<file path="src/rtl/tmvc_pkg.sv">
package tmvc_pkg;

   localparam int GROUP_SIZE_DEF = 3;
   // power of two, so the pointers wrap on their own
   localparam int QUEUE_DEPTH    = 2;

   localparam int RAW_W      = 10;
   localparam int PRES_W     = 12;
   localparam int SPAN_W     = 16;
   localparam int POS_W      = 16;
   localparam int CSR_IDX_W  = 3;
   localparam int CSR_DATA_W = 16;

   // a + b - 2m spans -2046 .. 2046
   localparam int DIFF_W = RAW_W + 2;
   localparam int ABS_W  = RAW_W + 1;
   localparam int PROD_W = SPAN_W + ABS_W;
   // 2*span*|a+b-2m| + 2|b-a| stays below 2**28 since |a+b-2m| <= 2046
   localparam int DVD_W  = PROD_W + 1;
   localparam int DVS_W  = ABS_W + 1;

   localparam logic [CSR_IDX_W-1:0] CSR_CAL_LEFT    = 3'd0;
   localparam logic [CSR_IDX_W-1:0] CSR_CAL_RIGHT   = 3'd1;
   localparam logic [CSR_IDX_W-1:0] CSR_CAL_TOP     = 3'd2;
   localparam logic [CSR_IDX_W-1:0] CSR_CAL_BOTTOM  = 3'd3;
   localparam logic [CSR_IDX_W-1:0] CSR_WIDTH       = 3'd4;
   localparam logic [CSR_IDX_W-1:0] CSR_HEIGHT      = 3'd5;
   localparam logic [CSR_IDX_W-1:0] CSR_PRESSURE    = 3'd6;

   localparam logic [RAW_W-1:0]  CAL_LEFT_RST     = 10'd957;
   localparam logic [RAW_W-1:0]  CAL_RIGHT_RST    = 10'd54;
   localparam logic [RAW_W-1:0]  CAL_TOP_RST      = 10'd936;
   localparam logic [RAW_W-1:0]  CAL_BOTTOM_RST   = 10'd92;
   localparam logic [SPAN_W-1:0] WIDTH_RST        = 16'd18750;
   localparam logic [SPAN_W-1:0] HEIGHT_RST       = 16'd14100;
   localparam logic [PRES_W-1:0] PRESSURE_MIN_RST = 12'd3;

   typedef struct packed {
      logic [RAW_W-1:0]  sample_x;
      logic [RAW_W-1:0]  sample_y;
      logic [PRES_W-1:0] sample_pressure;
   } sample_type;

   typedef struct packed {
      logic signed [POS_W-1:0] pos_x_centi;
      logic signed [POS_W-1:0] pos_y_centi;
      logic                    contact_valid;
   } result_type;

   typedef struct packed {
      logic [RAW_W-1:0]  cal_left;
      logic [RAW_W-1:0]  cal_right;
      logic [RAW_W-1:0]  cal_top;
      logic [RAW_W-1:0]  cal_bottom;
      logic [SPAN_W-1:0] width_centi_mm;
      logic [SPAN_W-1:0] height_centi_mm;
      logic [PRES_W-1:0] pressure_min;
   } cfg_type;

   typedef struct packed {
      logic [RAW_W-1:0] x;
      logic [RAW_W-1:0] y;
      logic             contact;
      logic             last;
   } entry_type;

   typedef struct packed {
      logic              start;
      logic [RAW_W-1:0]  m;
      logic [RAW_W-1:0]  a;
      logic [RAW_W-1:0]  b;
      logic [SPAN_W-1:0] span;
   } map_req_type;

   typedef struct packed {
      logic                    done;
      logic signed [POS_W-1:0] value;
   } map_rsp_type;

endpackage

</file>
<file path="src/rtl/touch_median_vote_calibrator.sv">
// Touch sample calibrator: groups raw (x, y, pressure) samples, votes on
// contact and maps the median position into hundredths of a millimetre.
// req_*: one sample per transaction. rsp_*: one result per completed group of
// GROUP_SIZE samples; a group without a contact majority repeats the last
// position with contact_valid low. csr_*: register writes, index 0..6 in the
// order cal_left, cal_right, cal_top, cal_bottom, width, height, pressure_min;
// other indices are dropped. csr_ready is always high; write only when idle.
// Samples enter a two-entry queue at one per cycle while it is not full; the
// back end drains it at one sample per cycle while it collects a group. After
// the last sample of a group it runs the median search, operand set-up and the
// multiply, the restoring divider (one quotient bit a cycle, x and y in
// parallel) and the pick-up and registering of the result; a group without a
// contact majority skips straight to the result.
// The result sits in an output register; while rsp_ready is low the back end
// still collects the next group, and stalls only when its next result is due.
// Reset restores the default calibration, clears the partial group, the queue
// and the held position (0, 0), and drops any pending result.
module touch_median_vote_calibrator #(
   parameter int GROUP_SIZE = tmvc_pkg::GROUP_SIZE_DEF
) (
   input  logic                                clock,
   input  logic                                reset,
   input  logic                                req_valid,
   output logic                                req_ready,
   input  tmvc_pkg::sample_type                req_data,
   output logic                                rsp_valid,
   input  logic                                rsp_ready,
   output tmvc_pkg::result_type                rsp_data,
   input  logic                                csr_valid,
   output logic                                csr_ready,
   input  logic [tmvc_pkg::CSR_IDX_W-1:0]      csr_index,
   input  logic [tmvc_pkg::CSR_DATA_W-1:0]     csr_wdata
);
   import tmvc_pkg::*;

   cfg_type   cfg_ff, cfg_in;
   logic      push_valid, push_ready;
   entry_type push_entry;
   logic      q_valid, q_pop;
   entry_type q_entry;

   assign csr_ready = 1'b1;

   always_comb begin
      cfg_in = cfg_ff;
      if (csr_valid) begin
         case (csr_index)
            CSR_CAL_LEFT:   cfg_in.cal_left        = csr_wdata[RAW_W-1:0];
            CSR_CAL_RIGHT:  cfg_in.cal_right       = csr_wdata[RAW_W-1:0];
            CSR_CAL_TOP:    cfg_in.cal_top         = csr_wdata[RAW_W-1:0];
            CSR_CAL_BOTTOM: cfg_in.cal_bottom      = csr_wdata[RAW_W-1:0];
            CSR_WIDTH:      cfg_in.width_centi_mm  = csr_wdata[SPAN_W-1:0];
            CSR_HEIGHT:     cfg_in.height_centi_mm = csr_wdata[SPAN_W-1:0];
            CSR_PRESSURE:   cfg_in.pressure_min    = csr_wdata[PRES_W-1:0];
            default: ;
         endcase
      end
   end

   always_ff @(posedge clock) begin
      if (reset) begin
         cfg_ff.cal_left        <= CAL_LEFT_RST;
         cfg_ff.cal_right       <= CAL_RIGHT_RST;
         cfg_ff.cal_top         <= CAL_TOP_RST;
         cfg_ff.cal_bottom      <= CAL_BOTTOM_RST;
         cfg_ff.width_centi_mm  <= WIDTH_RST;
         cfg_ff.height_centi_mm <= HEIGHT_RST;
         cfg_ff.pressure_min    <= PRESSURE_MIN_RST;
      end else begin
         cfg_ff <= cfg_in;
      end
   end

   tmvc_front #(
      .GROUP_SIZE (GROUP_SIZE)
   ) u_front (
      .clock      (clock),
      .reset      (reset),
      .cfg        (cfg_ff),
      .req_valid  (req_valid),
      .req_ready  (req_ready),
      .req_data   (req_data),
      .push_valid (push_valid),
      .push_ready (push_ready),
      .push_data  (push_entry)
   );

   tmvc_queue u_queue (
      .clock      (clock),
      .reset      (reset),
      .push_valid (push_valid),
      .push_ready (push_ready),
      .push_data  (push_entry),
      .pop_valid  (q_valid),
      .pop_ready  (q_pop),
      .pop_data   (q_entry)
   );

   tmvc_back #(
      .GROUP_SIZE (GROUP_SIZE)
   ) u_back (
      .clock     (clock),
      .reset     (reset),
      .cfg       (cfg_ff),
      .pop_valid (q_valid),
      .pop_ready (q_pop),
      .pop_data  (q_entry),
      .rsp_valid (rsp_valid),
      .rsp_ready (rsp_ready),
      .rsp_data  (rsp_data)
   );

   // nothing is left queued or pending once reset has been seen
   a_reset_empty: assert property (@(posedge clock)
      reset |=> !rsp_valid && !q_valid)
      else $error("queue or result pending after reset");

   // only the closing sample of a group may lead to a new result
   a_no_early_result: assert property (@(posedge clock) disable iff (reset)
      (q_valid && q_pop && !q_entry.last) |=> !$rose(rsp_valid))
      else $error("result raised by a sample that does not close its group");

endmodule

</file>
<file path="src/rtl/tmvc_queue.sv">
module tmvc_queue (
   input  logic                clock,
   input  logic                reset,
   input  logic                push_valid,
   output logic                push_ready,
   input  tmvc_pkg::entry_type push_data,
   output logic                pop_valid,
   input  logic                pop_ready,
   output tmvc_pkg::entry_type pop_data
);
   import tmvc_pkg::*;

   localparam int PTR_W = (QUEUE_DEPTH > 1) ? $clog2(QUEUE_DEPTH) : 1;
   localparam int CNT_W = $clog2(QUEUE_DEPTH + 1);

   entry_type        slot_ff [QUEUE_DEPTH];
   logic [PTR_W-1:0] wr_ptr_ff, wr_ptr_in;
   logic [PTR_W-1:0] rd_ptr_ff, rd_ptr_in;
   logic [CNT_W-1:0] count_ff, count_in;
   logic             push, pop;

   assign push_ready = count_ff != CNT_W'(QUEUE_DEPTH);
   assign pop_valid  = count_ff != '0;
   assign pop_data   = slot_ff[rd_ptr_ff];
   assign push       = push_valid && push_ready;
   assign pop        = pop_valid && pop_ready;

   always_comb begin
      wr_ptr_in = push ? wr_ptr_ff + 1'b1 : wr_ptr_ff;
      rd_ptr_in = pop ? rd_ptr_ff + 1'b1 : rd_ptr_ff;
      count_in  = count_ff + CNT_W'(push) - CNT_W'(pop);
   end

   always_ff @(posedge clock) begin
      if (reset) begin
         wr_ptr_ff <= '0;
         rd_ptr_ff <= '0;
         count_ff  <= '0;
      end else begin
         wr_ptr_ff <= wr_ptr_in;
         rd_ptr_ff <= rd_ptr_in;
         count_ff  <= count_in;
      end
   end

   always_ff @(posedge clock) begin
      if (push) begin
         slot_ff[wr_ptr_ff] <= push_data;
      end
   end

endmodule

</file>
<file path="src/rtl/tmvc_front.sv">
module tmvc_front #(
   parameter int GROUP_SIZE = tmvc_pkg::GROUP_SIZE_DEF
) (
   input  logic                 clock,
   input  logic                 reset,
   input  tmvc_pkg::cfg_type    cfg,
   input  logic                 req_valid,
   output logic                 req_ready,
   input  tmvc_pkg::sample_type req_data,
   output logic                 push_valid,
   input  logic                 push_ready,
   output tmvc_pkg::entry_type  push_data
);
   import tmvc_pkg::*;

   localparam int SLOT_W = $clog2(GROUP_SIZE + 1);

   logic [SLOT_W-1:0] slot_ff, slot_in;
   logic              last, accept;

   assign last       = slot_ff == SLOT_W'(GROUP_SIZE - 1);
   assign accept     = req_valid && push_ready;
   assign req_ready  = push_ready;
   assign push_valid = req_valid;

   always_comb begin
      push_data.x       = req_data.sample_x;
      push_data.y       = req_data.sample_y;
      push_data.contact = req_data.sample_pressure > cfg.pressure_min;
      push_data.last    = last;
      slot_in           = slot_ff;
      if (accept) begin
         slot_in = last ? '0 : slot_ff + 1'b1;
      end
   end

   always_ff @(posedge clock) begin
      if (reset) begin
         slot_ff <= '0;
      end else begin
         slot_ff <= slot_in;
      end
   end

endmodule

</file>
<file path="src/rtl/tmvc_axis_map.sv">
module tmvc_axis_map (
   input  logic                  clock,
   input  logic                  reset,
   input  tmvc_pkg::map_req_type map_req,
   output tmvc_pkg::map_rsp_type map_rsp
);
   import tmvc_pkg::*;

   localparam int ITER_W = $clog2(DVD_W);
   localparam logic [DVD_W-1:0] POS_LIM = DVD_W'(2 ** (POS_W - 1) - 1);
   localparam logic [DVD_W-1:0] NEG_LIM = DVD_W'(2 ** (POS_W - 1));

   typedef enum logic [3:0] {
      MAP_IDLE = 4'b0001,
      MAP_MUL  = 4'b0010,
      MAP_DIV  = 4'b0100,
      MAP_DONE = 4'b1000
   } map_state_type;

   map_state_type     state_ff, state_in;
   logic [ITER_W-1:0] iter_ff, iter_in;
   logic [ABS_W-1:0]  abs_s_ff, ad_ff;
   logic [SPAN_W-1:0] span_ff;
   logic              neg_ff, eq_ff;
   logic [DVD_W-1:0]  dq_ff, dq_in;
   logic [DVS_W-1:0]  rem_ff, rem_in;

   logic [DIFF_W-1:0] sum_w, abs_w;
   logic              s_neg, den_neg;
   logic [RAW_W-1:0]  ends_diff;
   logic [PROD_W-1:0] prod;
   logic [DVS_W-1:0]  divisor;
   logic [DVS_W:0]    trial, trial_sub;
   logic [POS_W-1:0]  mag;

   // operand set-up on start
   always_comb begin
      sum_w     = DIFF_W'(map_req.a) + DIFF_W'(map_req.b) - {1'b0, map_req.m, 1'b0};
      s_neg     = sum_w[DIFF_W-1];
      abs_w     = s_neg ? ~sum_w + 1'b1 : sum_w;
      den_neg   = map_req.b < map_req.a;
      ends_diff = den_neg ? map_req.a - map_req.b : map_req.b - map_req.a;
   end

   // one restoring divide step a cycle; quotient bits shift into dq_ff
   always_comb begin
      prod      = PROD_W'(span_ff) * PROD_W'(abs_s_ff);
      divisor   = {ad_ff, 1'b0};
      trial     = {rem_ff, dq_ff[DVD_W-1]};
      trial_sub = trial - {1'b0, divisor};
      rem_in    = rem_ff;
      dq_in     = dq_ff;
      iter_in   = iter_ff;
      state_in  = state_ff;
      case (state_ff)
         MAP_MUL: begin
            dq_in    = {prod, 1'b0} + DVD_W'(ad_ff);
            rem_in   = '0;
            iter_in  = '0;
            state_in = MAP_DIV;
         end
         MAP_DIV: begin
            if (trial >= {1'b0, divisor}) begin
               rem_in = trial_sub[DVS_W-1:0];
               dq_in  = {dq_ff[DVD_W-2:0], 1'b1};
            end else begin
               rem_in = trial[DVS_W-1:0];
               dq_in  = {dq_ff[DVD_W-2:0], 1'b0};
            end
            iter_in = iter_ff + 1'b1;
            if (iter_ff == ITER_W'(DVD_W - 1)) begin
               state_in = MAP_DONE;
            end
         end
         MAP_IDLE, MAP_DONE: ;
         default: state_in = MAP_IDLE;
      endcase
      if (map_req.start) begin
         state_in = MAP_MUL;
      end
   end

   always_ff @(posedge clock) begin
      if (reset) begin
         state_ff <= MAP_IDLE;
         iter_ff  <= '0;
      end else begin
         state_ff <= state_in;
         iter_ff  <= iter_in;
      end
   end

   always_ff @(posedge clock) begin
      rem_ff <= rem_in;
      dq_ff  <= dq_in;
      if (map_req.start) begin
         abs_s_ff <= abs_w[ABS_W-1:0];
         ad_ff    <= {ends_diff, 1'b0};
         span_ff  <= map_req.span;
         neg_ff   <= s_neg ^ den_neg;
         eq_ff    <= map_req.a == map_req.b;
      end
   end

   // round-half-away already folded into the dividend; sign and clamp here
   always_comb begin
      mag          = dq_ff[POS_W-1:0];
      map_rsp.done = state_ff == MAP_DONE;
      if (eq_ff) begin
         map_rsp.value = '0;
      end else if (!neg_ff) begin
         map_rsp.value = (dq_ff > POS_LIM) ? POS_LIM[POS_W-1:0] : mag;
      end else begin
         map_rsp.value = (dq_ff > NEG_LIM) ? NEG_LIM[POS_W-1:0] : ~mag + 1'b1;
      end
   end

endmodule

</file>
<file path="src/rtl/tmvc_back.sv">
module tmvc_back #(
   parameter int GROUP_SIZE = tmvc_pkg::GROUP_SIZE_DEF
) (
   input  logic                 clock,
   input  logic                 reset,
   input  tmvc_pkg::cfg_type    cfg,
   input  logic                 pop_valid,
   output logic                 pop_ready,
   input  tmvc_pkg::entry_type  pop_data,
   output logic                 rsp_valid,
   input  logic                 rsp_ready,
   output tmvc_pkg::result_type rsp_data
);
   import tmvc_pkg::*;

   localparam int CNT_W = $clog2(GROUP_SIZE + 1);
   localparam int MED_K = GROUP_SIZE / 2;

   typedef enum logic [3:0] {
      ST_COLLECT = 4'b0001,
      ST_SEARCH  = 4'b0010,
      ST_MAP     = 4'b0100,
      ST_EMIT    = 4'b1000
   } back_state_type;

   back_state_type   state_ff, state_in;
   logic [CNT_W-1:0] cnt_ff, cnt_in;
   logic [CNT_W-1:0] votes_ff, votes_in;
   logic             ok_ff, ok_in;
   logic             start_ff, start_in;
   logic             rsp_valid_ff, rsp_valid_in;
   result_type       rsp_data_ff, rsp_data_in;
   logic [POS_W-1:0] held_x_ff, held_x_in;
   logic [POS_W-1:0] held_y_ff, held_y_in;
   logic [RAW_W-1:0] med_x_ff, med_x_in;
   logic [RAW_W-1:0] med_y_ff, med_y_in;
   logic [RAW_W-1:0] xs_ff [GROUP_SIZE];
   logic [RAW_W-1:0] ys_ff [GROUP_SIZE];

   logic             pop, searching, shift_en, load, majority;
   logic [RAW_W-1:0] top_x, top_y;
   logic [CNT_W-1:0] votes_tot, lt_x, le_x, lt_y, le_y;
   logic             hit_x, hit_y;
   map_req_type      map_x_req, map_y_req;
   map_rsp_type      map_x_rsp, map_y_rsp;

   assign pop_ready = state_ff == ST_COLLECT;
   assign pop       = pop_valid && pop_ready;
   assign searching = state_ff == ST_SEARCH;
   assign shift_en  = pop || searching;
   assign top_x     = searching ? xs_ff[0] : pop_data.x;
   assign top_y     = searching ? ys_ff[0] : pop_data.y;
   assign votes_tot = votes_ff + CNT_W'(pop_data.contact);
   assign majority  = {votes_tot, 1'b0} > (CNT_W + 1)'(GROUP_SIZE);
   assign load      = (state_ff == ST_EMIT) && (!rsp_valid_ff || rsp_ready);
   assign rsp_valid = rsp_valid_ff;
   assign rsp_data  = rsp_data_ff;

   // samples shift in at the top; during the search the line rotates so that
   // each entry in turn sits at the bottom as the median candidate
   always_ff @(posedge clock) begin
      if (shift_en) begin
         for (int i = 0; i < GROUP_SIZE - 1; i++) begin
            xs_ff[i] <= xs_ff[i+1];
            ys_ff[i] <= ys_ff[i+1];
         end
         xs_ff[GROUP_SIZE-1] <= top_x;
         ys_ff[GROUP_SIZE-1] <= top_y;
      end
   end

   // candidate is the median when fewer than K+1 lie below it and more than K
   // lie at or below it
   always_comb begin
      lt_x = '0;
      le_x = '0;
      lt_y = '0;
      le_y = '0;
      for (int j = 0; j < GROUP_SIZE; j++) begin
         lt_x = lt_x + CNT_W'(xs_ff[j] < xs_ff[0]);
         le_x = le_x + CNT_W'(xs_ff[j] <= xs_ff[0]);
         lt_y = lt_y + CNT_W'(ys_ff[j] < ys_ff[0]);
         le_y = le_y + CNT_W'(ys_ff[j] <= ys_ff[0]);
      end
      hit_x = (lt_x <= CNT_W'(MED_K)) && (le_x > CNT_W'(MED_K));
      hit_y = (lt_y <= CNT_W'(MED_K)) && (le_y > CNT_W'(MED_K));
   end

   always_comb begin
      map_x_req.start = start_ff;
      map_x_req.m     = med_y_ff;
      map_x_req.a     = cfg.cal_left;
      map_x_req.b     = cfg.cal_right;
      map_x_req.span  = cfg.width_centi_mm;
      map_y_req.start = start_ff;
      map_y_req.m     = med_x_ff;
      map_y_req.a     = cfg.cal_bottom;
      map_y_req.b     = cfg.cal_top;
      map_y_req.span  = cfg.height_centi_mm;
   end

   tmvc_axis_map u_map_x (
      .clock   (clock),
      .reset   (reset),
      .map_req (map_x_req),
      .map_rsp (map_x_rsp)
   );

   tmvc_axis_map u_map_y (
      .clock   (clock),
      .reset   (reset),
      .map_req (map_y_req),
      .map_rsp (map_y_rsp)
   );

   always_comb begin
      state_in     = state_ff;
      cnt_in       = cnt_ff;
      votes_in     = votes_ff;
      ok_in        = ok_ff;
      start_in     = 1'b0;
      med_x_in     = med_x_ff;
      med_y_in     = med_y_ff;
      held_x_in    = held_x_ff;
      held_y_in    = held_y_ff;
      rsp_data_in  = rsp_data_ff;
      rsp_valid_in = rsp_valid_ff && !rsp_ready;
      case (state_ff)
         ST_COLLECT: begin
            if (pop) begin
               if (pop_data.last) begin
                  votes_in = '0;
                  ok_in    = majority;
                  cnt_in   = '0;
                  state_in = majority ? ST_SEARCH : ST_EMIT;
               end else begin
                  votes_in = votes_tot;
               end
            end
         end
         ST_SEARCH: begin
            cnt_in = cnt_ff + 1'b1;
            if (hit_x) begin
               med_x_in = xs_ff[0];
            end
            if (hit_y) begin
               med_y_in = ys_ff[0];
            end
            if (cnt_ff == CNT_W'(GROUP_SIZE - 1)) begin
               start_in = 1'b1;
               state_in = ST_MAP;
            end
         end
         ST_MAP: begin
            // done still shows the previous group while start is in flight
            if (!start_ff && map_x_rsp.done && map_y_rsp.done) begin
               state_in = ST_EMIT;
            end
         end
         ST_EMIT: begin
            if (load) begin
               if (ok_ff) begin
                  held_x_in = map_x_rsp.value;
                  held_y_in = map_y_rsp.value;
               end
               rsp_data_in.pos_x_centi   = ok_ff ? map_x_rsp.value : held_x_ff;
               rsp_data_in.pos_y_centi   = ok_ff ? map_y_rsp.value : held_y_ff;
               rsp_data_in.contact_valid = ok_ff;
               rsp_valid_in              = 1'b1;
               state_in                  = ST_COLLECT;
            end
         end
         default: state_in = ST_COLLECT;
      endcase
   end

   always_ff @(posedge clock) begin
      if (reset) begin
         state_ff     <= ST_COLLECT;
         cnt_ff       <= '0;
         votes_ff     <= '0;
         ok_ff        <= 1'b0;
         start_ff     <= 1'b0;
         rsp_valid_ff <= 1'b0;
         held_x_ff    <= '0;
         held_y_ff    <= '0;
      end else begin
         state_ff     <= state_in;
         cnt_ff       <= cnt_in;
         votes_ff     <= votes_in;
         ok_ff        <= ok_in;
         start_ff     <= start_in;
         rsp_valid_ff <= rsp_valid_in;
         held_x_ff    <= held_x_in;
         held_y_ff    <= held_y_in;
      end
   end

   always_ff @(posedge clock) begin
      med_x_ff    <= med_x_in;
      med_y_ff    <= med_y_in;
      rsp_data_ff <= rsp_data_in;
   end

endmodule
</file>
<file path="config.mk">
export PLATFORM = sky130hd
export DESIGN_NAME = touch_median_vote_calibrator
export DESIGN_NICKNAME = d
export VERILOG_FILES = /design/src/rtl/tmvc_pkg.sv /design/src/rtl/touch_median_vote_calibrator.sv /design/src/rtl/tmvc_queue.sv /design/src/rtl/tmvc_front.sv /design/src/rtl/tmvc_axis_map.sv /design/src/rtl/tmvc_back.sv
export SDC_FILE = /design/constraint.sdc
export NUM_CORES = 2
export LEC_CHECK = 0
export BUFFER_PORTS_ARGS = -buffer_cell sky130_fd_sc_hd__buf_2
export CAP_MARGIN = 40
export CORE_ASPECT_RATIO = 0.6
export CORE_UTILIZATION = 40
export DETAILED_ROUTE_END_ITERATION = 16
export GPL_TIMING_DRIVEN = 0
export SYNTH_ARGS = -nofsm -noshare
export SYNTH_HDL_FRONTEND = slang
export SYNTH_SLANG_ARGS = --single-unit
</file>
<file path="constraint.sdc">
create_clock -name clock -period 9.75 [get_ports clock]
set_input_delay 0.975 -clock clock [delete_from_list [all_inputs] [get_ports clock]]
set_output_delay 0.975 -clock clock [all_outputs]
set_load 0.02 [all_outputs]
</file>
; Word level (Yosys, flattened, before mapping)
; Memory sizes are Yosys's and may differ from the RTL's. A register that Yosys moved wholly into a read port is not among the register bits.
; Index checks and enable logic that the tools add are counted.
[classes]
add_sub_neg = 33
mul = 2
n_lt_le_gt_ge = 26
n_eq_ne = 36
muxes = 53
bitwise = 9
reduce_logical = 40
[op_table]
columns = op, n
row1 = $mux W16, 10
row2 = $pmux W28 S2, 2
row3 = $lt A10 B10 Y1, 8
row4 = $le A10 B10 Y1, 6
row5 = $add A28 B11 Y28, 2
row6 = $gt A28 B15 Y1 const B, 2
row7 = $gt A28 B16 Y1 const B, 2
row8 = $mul A16 B11 Y27, 2
row9 = $pmux W12 S2, 2
row10 = $mux W10, 4
row11 = $sub A10 B10 Y10, 4
row12 = $add A16 B1 Y16 const B, 2
row13 = $mux W4, 8
row14 = $not A16 Y16, 2
row15 = $reduce_and A2 Y1, 15
row16 = $ge A13 B12 Y1, 2
row17 = $mux W12, 2
row18 = $pmux W4 S3, 2
row19 = $sub A11 B11 Y12, 2
row20 = $sub A12 B12 Y12, 2
row21 = $add A10 B10 Y11, 2
row22 = $add A11 B1 Y11 const B, 2
row23 = $mux W11, 2
row24 = $not A11 Y11, 2
row25 = other kinds (38), 110
[word_totals]
ff_bits = 362
mem_bits_rw = 104
input_bits = 56
output_inout_bits = 36
elab_cells = 246
n_memories = 3
[memory_table]
columns = memory, depth, width, rd, rd_ports_with_merged_regs, write_ports, line_no
row1 = u_queue.slot_ff, 2, 22, 1, 1, 1, tmvc_queue.sv:16  ; entry_type slot_ff [QUEUE_DEPTH];
row2 = u_back.xs_ff, 3, 10, 3, 0, 3, tmvc_back.sv:37  ; logic [RAW_W-1:0] xs_ff [GROUP_SIZE];
row3 = u_back.ys_ff, 3, 10, 3, 0, 3, tmvc_back.sv:38  ; logic [RAW_W-1:0] ys_ff [GROUP_SIZE];

; Longest topological paths before layout
; An unclocked memory read counts as a cell.
[logic_depth]
word_depth = 7
ltp_mapped = 26
depth_no_buf = 25

; Modules after synthesis
; A second synthesis with hierarchy kept.
[unflattened]
hier_cells = 3749
area_unflattened_um2 = 37110.6
[modules_own_cells]
columns = mod, n_inst, cells_each, area_each_um2, seq_area_each_um2
row1 = tmvc_axis_map at u_back.u_map_y, 1, 1382, 12288.0, 2522.4
row2 = tmvc_axis_map at u_back.u_map_x, 1, 1385, 12234.2, 2522.4
row3 = tmvc_back, 1, 492, 6760.2, 4254.1
row4 = touch_median_vote_calibrator, 1, 323, 3365.7, 1681.6
row5 = tmvc_queue, 1, 93, 1914.3, 1421.4
row6 = tmvc_front, 1, 74, 548.0, 40.0

; Least setup slack after synthesis
; No wires, ideal clock.
[synth_timing]
kind = register to register
from = register u_back.u_map_x.abs_s_ff[10]
to = register u_back.u_map_x.dq_ff[27] (data pin)
setup_ps = 146
t_arrival_ps = 6144
t_required_ps = 9604
path_slack_ps = 3460
path_stages_with_launch = 23
path_buffers = 1
period_less_slack_ps = 6290
path_cell_list = edfxtp_1 clkbuf_1 nand2_1 fa_1 fa_1 inv_1 fa_1 fa_1 inv_1 fa_1 inv_1 ha_1 a21o_1 a21o_1 a21o_1 a21o_1 a211o_1 a221oi_2 xnor2_1 and4_4 and4bb_1 xnor3_1 a21oi_1
[synth_via]
elab_chain_cells = 3
[synth_lines]
columns = element, line_no
row1 = "start, declared", tmvc_axis_map.sv:22  ; logic [ABS_W-1:0] abs_s_ff, ad_ff;
row2 = "start signal, assigned", tmvc_axis_map.sv:97  ; abs_s_ff <= abs_w[ABS_W-1:0];
row3 = $mul A16 B11 Y27, tmvc_axis_map.sv:47  ; prod = PROD_W'(span_ff) * PROD_W'(abs_s_ff);
row4 = $add A28 B11 Y28, tmvc_axis_map.sv:57  ; dq_in = {prod, 1'b0} + DVD_W'(ad_ff);
row5 = $pmux W28 S2, tmvc_axis_map.sv:55  ; case (state_ff)
row6 = via u_back.u_map_x.dq_in[27], tmvc_axis_map.sv:25  ; logic [DVD_W-1:0] dq_ff, dq_in;
row7 = "end signal, assigned", tmvc_axis_map.sv:95  ; dq_ff <= dq_in;
row8 = "end, declared", tmvc_axis_map.sv:25
; The timed path passes the listed nets, and every way through them passes these cells.
; A chain may end at the register's enable or synchronous reset.

; Worst setup path after layout
[layout_timing]
from = register u_back.u_map_x.abs_s_ff[3]
to = register u_back.u_map_x.dq_ff[27] (data pin)
; The elaborated chain is that of the path after synthesis.

==> run_results.csv <==
group,metric,value,unit
placement,portBuffers,88,
layout,drive_gt1_frac,0.0626,
grt,antenna_found_initial,9,
route,drt_pass1_iterations,6,
power_and_ir_drop,comb_power_share,0.173,
critical_path,crit_slowest_cell,"fa_1",
power_and_ir_drop,p_seq_frac,0.488,
sta,finalCritPeriodShare,0.753,
layout,nFillCells,8540,
critical_path,crit_type,"reg2reg",
clock_tree,cts_setup_buffers,0,
sta,fmax,136,MHz
critical_path,crit_path_end_kind,"flip-flop",
outcome,outcome,"finished clean",
synth,ys_ff_latch,465,
route,vias_per_cell,5.16,
clock_tree,postCtsResizedCells,0,
route,wl_per_cell,18.3,µm
sta,slew_headroom,0.383,
route,drc,0,
layout,final-instance-count-excl-fill,5108,
sta,timing.setup.tns,0,ns
clock_tree,clockBufferDepth,3,
clock_tree,cts.hold.buffers_added,0,
synth,async_flop_share,0,
floorplan,dieArea,91100,µm²
sta,finClkSkew,0.0188,ns
grt,grt_overflow_total,0,
power_and_ir_drop,p_sw,1460,µW
synth,synth_edf_count,313,
clock_tree,tritoncts,"yes",
route,vias,26333,
route,finalWirelength,93.6,mm
clock_tree,cts_made_buffers,43,
synth,synth.distinct_cells,93,
synth,synth_area,35900,µm²
power_and_ir_drop,p_sw_frac,0.284,
clock_tree,clock-sinks,465,
layout,final_net_count,4532,
sta,worstMarginPinSlew,0.926,ns
critical_path,critPathBufInv,7,
floorplan,start_util,0.407,
synth,yosysWarnings,0,
grt,grt.total_usage,0.206,
sta,finalSetupViolCount,0,
sta,rsz0062_at_grt,"no",
power_and_ir_drop,intPower,3690,µW
synth,ys_seq_area_frac,0.346,
sta,hold_viol,0,
grt,grt_start_max_net_pins,61,
floorplan,die_x,389,µm
job,cap_violations,0,
placement,gp_congestion,0.935,
synth,synth_nets,4386,
clock_tree,root_buffer,"clkbuf_16",
placement,dp.cells,5022,
floorplan,core-area,88300,µm²
sta,timing.final.crit_period,7.34,ns
worst_hold_path,hold_path.class,"reg2reg",
floorplan,io_pins,92,
critical_path,start_kind,"flip-flop",
floorplan,fp-row-count,84,
critical_path,cp_max_fo,10,
sta,final_max_slew_viol_count,0,
synth,synth_cells,3762,
route,initialDrtViolationCount,2361,
clock_tree,path_clk_slew,0.07,ns
route,drtAntennaViolNets,0,
power_and_ir_drop,power_density,130,nW/µm²
critical_path,critPathTopFamily,"adder cells",
power_and_ir_drop,vdd_drop_max,0.148,mV
grt,grt_pass1_wl,147,mm
synth,syn_avg_cell_area,9.56,µm²
power_and_ir_drop,clkPwrFrac,0.339,
floorplan,die_height,234,µm
synth,synthFlopType,"edfxtp_1",
placement,dp_hpwl,74.5,mm
clock_tree,h-tree-depth,2,
critical_path,critical_path.max_stage_delay,0.67,ns
layout,syn2layout_area_growth,9.88,%
clock_tree,clk_latency,0.58,ns
critical_path,crit_arrival,7.78,ns
power_and_ir_drop,p_leak,0.0167,µW
critical_path,cp.required,10.19,ns
grt,grt_pass1_vias,25050,
## synthesized netlist by cell type (11+ instances only)
| cell | instances | area, µm² |
|---|---|---|
| nor2b_1 | 36 | 225 |
| fa_1 | 276 | 5530 |
| nor4_1 | 19 | 119 |
| nor2_1 | 188 | 706 |
| nand3b_1 | 16 | 120 |
| o311ai_0 | 14 | 123 |
| o211ai_1 | 13 | 97.6 |
| nor3_1 | 38 | 190 |
| dfxtp_1 | 152 | 3040 |
| nand3_1 | 61 | 305 |
| ha_1 | 292 | 3650 |
| o21ai_0 | 159 | 796 |
| clkbuf_1 | 131 | 492 |
| o21bai_1 | 11 | 82.6 |
| a21oi_1 | 183 | 916 |
| and3_1 | 19 | 119 |
| inv_1 | 554 | 2080 |
| a211oi_1 | 21 | 158 |
| or3_1 | 12 | 75.1 |
| a31oi_1 | 19 | 119 |
| edfxtp_1 | 313 | 9400 |
| o21a_1 | 27 | 203 |
| mux2i_1 | 46 | 460 |
| a21o_1 | 46 | 345 |
| and2_1 | 175 | 1090 |
| o22ai_1 | 18 | 113 |
| nand2b_1 | 24 | 150 |
| nand4_1 | 25 | 156 |
| mux2_2 | 12 | 135 |
| xor2_1 | 56 | 490 |
| xnor2_1 | 115 | 1010 |
| nand2_1 | 515 | 1930 |
## metal layers
layer | vias up | part of all wire | routed length (µm) | track usage
met1 | 12595 | 0.54 | 50200 | 0.341
met4 | 6 | 0.0095 | 886 | 0.0236
met3 | 67 | 0.10 | 9740 | 0.0613
li1 | 12759 | - | - | -
met5 | - | 0.00038 | 36 | 0
met2 | 906 | 0.35 | 32800 | 0.258
## flip-flops by register name, indices dropped and copies added (netlist names), 11 cells and up, named ones only
name,cells
u_back.u_map_y.rem_ff,12
u_back.xs_ff,30
u_back.u_map_x.abs_s_ff,11
u_back.rsp_data,33
u_queue.slot_ff,44
u_back.u_map_y.dq_ff,28
u_back.u_map_x.rem_ff,12
u_back.ys_ff,30
u_back.u_map_y.span_ff,16
cfg_ff,84
u_back.held_y_ff,16
u_back.held_x_ff,16
u_back.u_map_x.dq_ff,28
u_back.u_map_x.span_ff,16
u_back.u_map_y.abs_s_ff,11
## placed cells by master (no fill, tap or decap), types with 92 or more instances in the layout
cell type and instances:
o21ai_0 159, fa_1 276, nor2_1 187, xnor2_1 115, and2_1 175, nand2_1 515, clkbuf_1 138, inv_1 554
a21oi_1 183, dfxtp_1 151, edfxtp_1 313, buf_2 92, ha_1 292
## worst paths after layout
check,end,slack (ns),startpoint,cells after the start
worst max register to register,u_back.u_map_x.dq_ff[27],2.41,u_back.u_map_x.abs_s_ff[3],25
worst max-delay path,u_back.u_map_x.dq_ff[27],2.41,u_back.u_map_x.abs_s_ff[3],25
worst min register to register,u_back.u_map_x.span_ff[10],0.43,cfg_ff[38],0
worst min-delay path,u_back.u_map_x.span_ff[10],0.43,cfg_ff[38],0
## area by class of cell
type / instances / area [µm²] / share of cell area
sequential: 465 / 12400 / 0.315
timing repair buffer: 101 / 638 / 0.0162
tap: 1161 / 1450 / 0.0368
antenna: 4 / 10.0 / 0.000253
clock buffer: 64 / 1330 / 0.0337
buffer: 150 / 611 / 0.0155
clock inverter: 16 / 104 / 0.00263
inverter: 555 / 2080 / 0.0527
multi-input combinational: 2592 / 20800 / 0.527
## logic make-up after synthesis
family / synth area share
adders and majority gates: 0.255
AOI/OAI and AO/OA: 0.105
xor gates and xnor gates: 0.0436
and+or+nand+nor: 0.159
other: 0.000104
muxes: 0.0169
DFF: 0.346
buffers and inverters: 0.0749
## power by group through the flow
stage | registers (µW) | logic, µW | clock network, µW
2_1_floorplan | 2500 | 614 | 0
3_3_place_gp | 2550 | 834 | 0
3_5_place_dp | 2550 | 878 | 0
4_1_cts | 2510 | 885 | 1780
5_1_grt | 2530 | 1000 | 1850
6_report | 2510 | 891 | 1740
## per-stage QoR
| step | power (µW) | area, µm² | setup WS, ns | hold slack [ns] | util |
|---|---|---|---|---|---|
| 6_report | 5150 | 39500 | 2.41 | 0.432 | 0.447 |
| 4_1_cts | 5170 | 39500 | 2.47 | 0.432 | 0.447 |
| 5_1_grt | 5390 | 39500 | 1.93 | 0.445 | 0.447 |
| 3_5_place_dp | 3430 | 38000 | 2.48 | 0.415 | 0.431 |
| 3_3_place_gp | 3390 | 37800 | 2.52 | 0.413 | 0.429 |
| 2_1_floorplan | 3110 | 35900 | 3.46 | 0.406 | - |
Note: power is estimated with default switching activity, not from simulation.
